### config.mk
export PLATFORM = sky130hd
export DESIGN_NAME = pts_mul
export DESIGN_NICKNAME = d
export VERILOG_FILES = /design/src/hw/rtl/pts_pkg.sv /design/src/hw/rtl/pts_mul.sv
export SDC_FILE = /design/constraint.sdc
export NUM_CORES = 2
export LEC_CHECK = 0
export BUFFER_PORTS_ARGS = -buffer_cell sky130_fd_sc_hd__buf_4
export CAP_MARGIN = 20
export CORE_ASPECT_RATIO = 1.1
export CORE_MARGIN = 4
export CORE_UTILIZATION = 35
export DETAILED_ROUTE_END_ITERATION = 12
export MAX_ROUTING_LAYER = met4
export PLACE_DENSITY = 0.46
export SETUP_SLACK_MARGIN = 0.15
export SLEW_MARGIN = 20
export SYNTH_ARGS = -nofsm -noshare
export SYNTH_HDL_FRONTEND = slang
export SYNTH_SLANG_ARGS = --single-unit
### constraint.sdc
create_clock -name clk -period 9.7 [get_ports clk]
set_clock_uncertainty 0.1 [all_clocks]
set_input_delay 0.485 -clock clk [delete_from_list [all_inputs] [get_ports clk]]
set_output_delay 0.485 -clock clk [all_outputs]
set_load 0.01 [all_outputs]
### src/hw/rtl/pts_pkg.sv
`timescale 1ns / 1ps
`default_nettype none
// ----------------------------------------------------------------------------
// pts_pkg
// Shared types, widths and codes of the page tile splitter.
// ----------------------------------------------------------------------------
package pts_pkg;

  localparam int CORD_W  = 48;
  localparam int LEN_W   = 47;
  localparam int SPAN_W  = 51;
  localparam int CW      = 54;
  localparam int FIELD_CAP = 8;
  localparam int CFG_W   = 48;
  localparam int IDX_W   = 3;
  localparam int PROD_W  = 57;

  localparam logic [LEN_W-1:0] LEN_MAX = {LEN_W{1'b1}};

  typedef enum logic [1:0] {
    STATUS_OK      = 2'd0,
    STATUS_OVERLAP = 2'd1,
    STATUS_CLAMPED = 2'd2
  } status_t;

  localparam logic [IDX_W-1:0] REG_PAPER_WIDTH  = 3'd0;
  localparam logic [IDX_W-1:0] REG_PAPER_HEIGHT = 3'd1;
  localparam logic [IDX_W-1:0] REG_MAP_SCALE    = 3'd2;
  localparam logic [IDX_W-1:0] REG_MARGIN       = 3'd3;
  localparam logic [IDX_W-1:0] REG_OVERLAP      = 3'd4;

  typedef struct packed {
    logic [23:0] a;
    logic [31:0] b;
    logic [23:0] c;
  } mul_req_t;

  function automatic logic signed [CORD_W-1:0] sat48(input logic signed [CW-1:0] v);
    logic sign;
    logic signed [CORD_W-1:0] r;
    sign = v[CW-1];
    if (v[CW-1:CORD_W-1] == {(CW-CORD_W+1){sign}}) begin
      r = v[CORD_W-1:0];
    end else if (sign) begin
      r = {1'b1, {(CORD_W-1){1'b0}}};
    end else begin
      r = {1'b0, {(CORD_W-1){1'b1}}};
    end
    return r;
  endfunction

endpackage
`default_nettype wire

### src/hw/rtl/pts_mul.sv
`timescale 1ns / 1ps
`default_nettype none
// ----------------------------------------------------------------------------
// pts_mul
// Shared registered multiply-add: prod = a * b + c, one result per cycle.
// ----------------------------------------------------------------------------
module pts_mul (
  input  wire logic               clk,
  input  wire pts_pkg::mul_req_t  req,
  output logic [pts_pkg::PROD_W-1:0] prod
);

  logic [55:0] p_full;

  assign p_full = req.a * req.b;

  always_ff @(posedge clk) begin
    prod <= {1'b0, p_full} + {{(pts_pkg::PROD_W-24){1'b0}}, req.c};
  end

endmodule
`default_nettype wire

== Yosys cells after proc, flatten, opt, wreduce, memory -nomap -nowiden ==
Index checks and enable logic that the tools add are counted.

* Register bits: 57
* Bits of input ports: 81
* Output and inout port bits: 57

* Add/sub/neg operators: 1
* Multiply operators: 1

{| class="wikitable"
|+ Operators by type and width
! cell !! count
|-
| $add A56 B24 Y57 || 1
|-
| $mul A24 B32 Y56 || 1
|}

== Logic depth before layout (Yosys ltp) ==
* Word-level depth: 2
* Gate-level depth with buffers: 27
* Depth with buffers taken out: 25

== Worst setup path after synthesis ==
Ideal clock, no wire load.

* Path type: in2reg
* Start point: input req[59] in the netlist's numbering
* End point: register prod[51] in the netlist's numbering
* Library setup time: 0.121 ns
* Arrival time: 6.477 ns
* Required time: 9.479 ns
* Setup slack: 3.003 ns
* Stages on the path: 25
* Path through: clkbuf_1 nand2_1 fa_1 inv_1 fa_1 inv_1 fa_1 fa_1 inv_1 fa_1 fa_1 inv_1 fa_1 inv_1 ha_1 buf_2 nand2_1 o21ai_0 nand2b_1 a21oi_1 a21oi_4 a21oi_2 o311a_1 or2_2 xnor2_1

* Cells in the longest elaborated chain, start to end: 2

{| class="wikitable"
|+ Ends and longest elaborated chain
! what !! line !! text
|-
| from (decl) || pts_mul.sv:9 || <nowiki>input wire pts_pkg::mul_req_t req,</nowiki>
|-
| $mul A24 B32 Y56 || pts_mul.sv:15 || <nowiki>assign p_full = req.a * req.b;</nowiki>
|-
| $add A56 B24 Y57 || pts_mul.sv:18 || <nowiki>prod <= {1'b0, p_full} + {{(pts_pkg::PROD_W-24){1'b0}}, req.c};</nowiki>
|-
| to (signal assigned) || pts_mul.sv:18 ||
|-
| to (decl) || pts_mul.sv:10 || <nowiki>output logic [pts_pkg::PROD_W-1:0] prod</nowiki>
|}

Every way passes these cells.

== Worst setup path after layout ==
* Start point: input req[59] in the netlist's numbering
* End point: register prod[54] in the netlist's numbering

Same word-level chain as after synthesis.

==> qor.yml <==
run_status:
  status: "finished, final reports clean"
sta:
  worstMarginPinSlew_ps: 666
  tns_ps: 0
  relSlewSlack: 0.554
  fin_crit_ps: 7490
  rsz0062_at_grt: "no"
  drv_slew: 0
  fmax_ghz: 0.133
  finalHoldViolations: 0
  setup_violations: 0
  period_share: 0.773
logic_synthesis:
  seq_area_frac_synth: 0.0424
  yosysUniqueCellTypes: 56
  ys_seq_elements: 57
  syn-cell-area_um2: 26900
  synth_top_flop_cell: "dfxtp_1"
  synth_area_per_cell_um2: 9.02
  synth_nets: 3951
  netlist_instances: 2985
  synth.most_common_cell: "inv_1"
  synth_warnings: 0
  yosysTopAreaCellShare: 0.507
  synth_common_cells: "742 x inv_1, 681 x fa_1, 431 x nand2_1"
  synth_area_leaders: "fa_1 51%, inv_1 10%, ha_1 9.5%, and2_1 9.2%, nand2_1 6.0%"
  async_flop_share: 0
  synth_area_leader_cell: "fa_1"
  synth_edf_count: 0
die:
  core.rowCount: 106
  die-width_um: 272
  die_h_um: 299
  core-area_um2: 76100
  die_area_um2: 81400
  initial_core_util: 0.354
  io_pins: 138
critical_path:
  crit_type: "primary input to flip-flop"
  worst_path_dominant_cell_family: "adder cells"
  crit_path_start_kind: "primary input"
  critPathMaxStageDelay_ps: 560
  cp-end-kind: "flip-flop"
  crit_fanout: 32
  worstPathArrival_ps: 7610
  cp_slowest_cell: "fa_1"
  critPathMostFrequentCell: "fa_1"
  path_cells: "buf_4 > nand2_1 > fa_1 > inv_1 > fa_1 > inv_1 > fa_1 > fa_1 > inv_1 > fa_1 > fa_1 > inv_1 > fa_1 > inv_1 > ha_1 > nand4_1 > or4_1 > a31oi_1 > o21ai_0 > a31o_2 > o21ai_1 > a211o_1 > a21oi_1"
  cp.buffers_inverters: 6
  cp.required_ps: 9810
detailed_routing:
  routed_via_density: 4.84
  wl_met1_mm: 32.3
  final_antenna_net_count: 0
  num_vias: 19400
  met2WireLength_mm: 44.8
  route.detailed.drc: 0
  drt_first_iter_violations: 853
  wl_per_cell_um: 20.8
  routed_wl_mm: 83.5
  routed-wl-met3_mm: 3.09
  first_pass_iters: 5
  dr.max_layer_used: "met4"
place:
  place_congestion: 0.843
  place_hpwl_mm: 64.7
  io_buffers: 137
cts:
  clock-sinks: 57
  post-cts-setup-buffers: 0
  htree_num_levels: 3
  cts_inserted_buffers: 9
  clock_path_buffers: 2
  ctsRootBufferMaster: "clkbuf_16"
  post_cts_resized: 0
  cts_tree: "yes"
  clk_pin_slew_ps: 60
  hold_buffers: 0
cells_and_area:
  diodes: 0
  nNetsFinal: 3946
  syn2layout_area_growth_pct: 7.66
  layout-drive-gt1-share: 0.0563
  top_regs: "prod x57"
  largest_reg_flops: 57
  regMostFlops: "prod"
global_route:
  grt_pass1_vias: 22400
  antenna_found_initial: 1
  track_usage: 0.216
  grt_pass1_wl_mm: 131
  overflow: 0
  grt_max_degree: 33
min_path:
  hold_class: "primary input to flip-flop"
flow_run:
  drv_cap: 0
[final timing paths]
kind    start               end  cells after the start
min    req[0]   prod[0]$_DFF_P_                      2
max   req[59]  prod[54]$_DFF_P_                     23
[logic make-up after synthesis]
kind of cell / share of synthesized area
flops: 0.0424
xor+xnor: 0.0172
buf+inv: 0.125
compound gates: 0.0442
fa+ha+maj: 0.601
simple gates: 0.170
[metal layers]
layer	vias up	track usage
li1	8581	-
met3	110	0.0234
met1	10300	0.251
met5	-	-
met4	0	0.0690
met2	474	0.391
[per-stage QoR]
step | utilization | worst slack (ps) | hold slack [ps] | instances | instance area (um^2)
floorplan | - | 3000 | 515 | 2985 | 26900
global placement | 0.376 | 2000 | 609 | 3995 | 28600
detailed placement | 0.376 | 1920 | 614 | 3995 | 28600
CTS | 0.381 | 2280 | 250 | 4011 | 29000
global route | 0.381 | 1900 | 254 | 4011 | 29000
finish | 0.381 | 2210 | 273 | 4011 | 29000
[layout make-up]
class,instances,area (um^2)
well taps,1026,1280
flip-flops and latches,57,1140
inverters,742,2790
clock buffers,10,239
clock inverters,6,91.3
repair buffers,137,1030
multi-input cells,2033,22400
fillers,7880,47200
[layout by cell type (no fill, tap or decap), types with 8 or more instances in the layout]
cell and count:
xor2_1 26, nand3_1 10, clkbuf_16 9, and2_1 394
o21ai_0 27, nor2_1 28, xnor2_1 27, and3_1 8
buf_4 137, inv_1 742, a21o_1 32, fa_1 681
nand4_1 18, ha_1 204, nand2_1 431, a21oi_1 60
dfxtp_1 57, a31oi_1 8
Power is not shown: default switching activity piles up to over one toggle a cycle in this logic, so the estimate is an artifact.
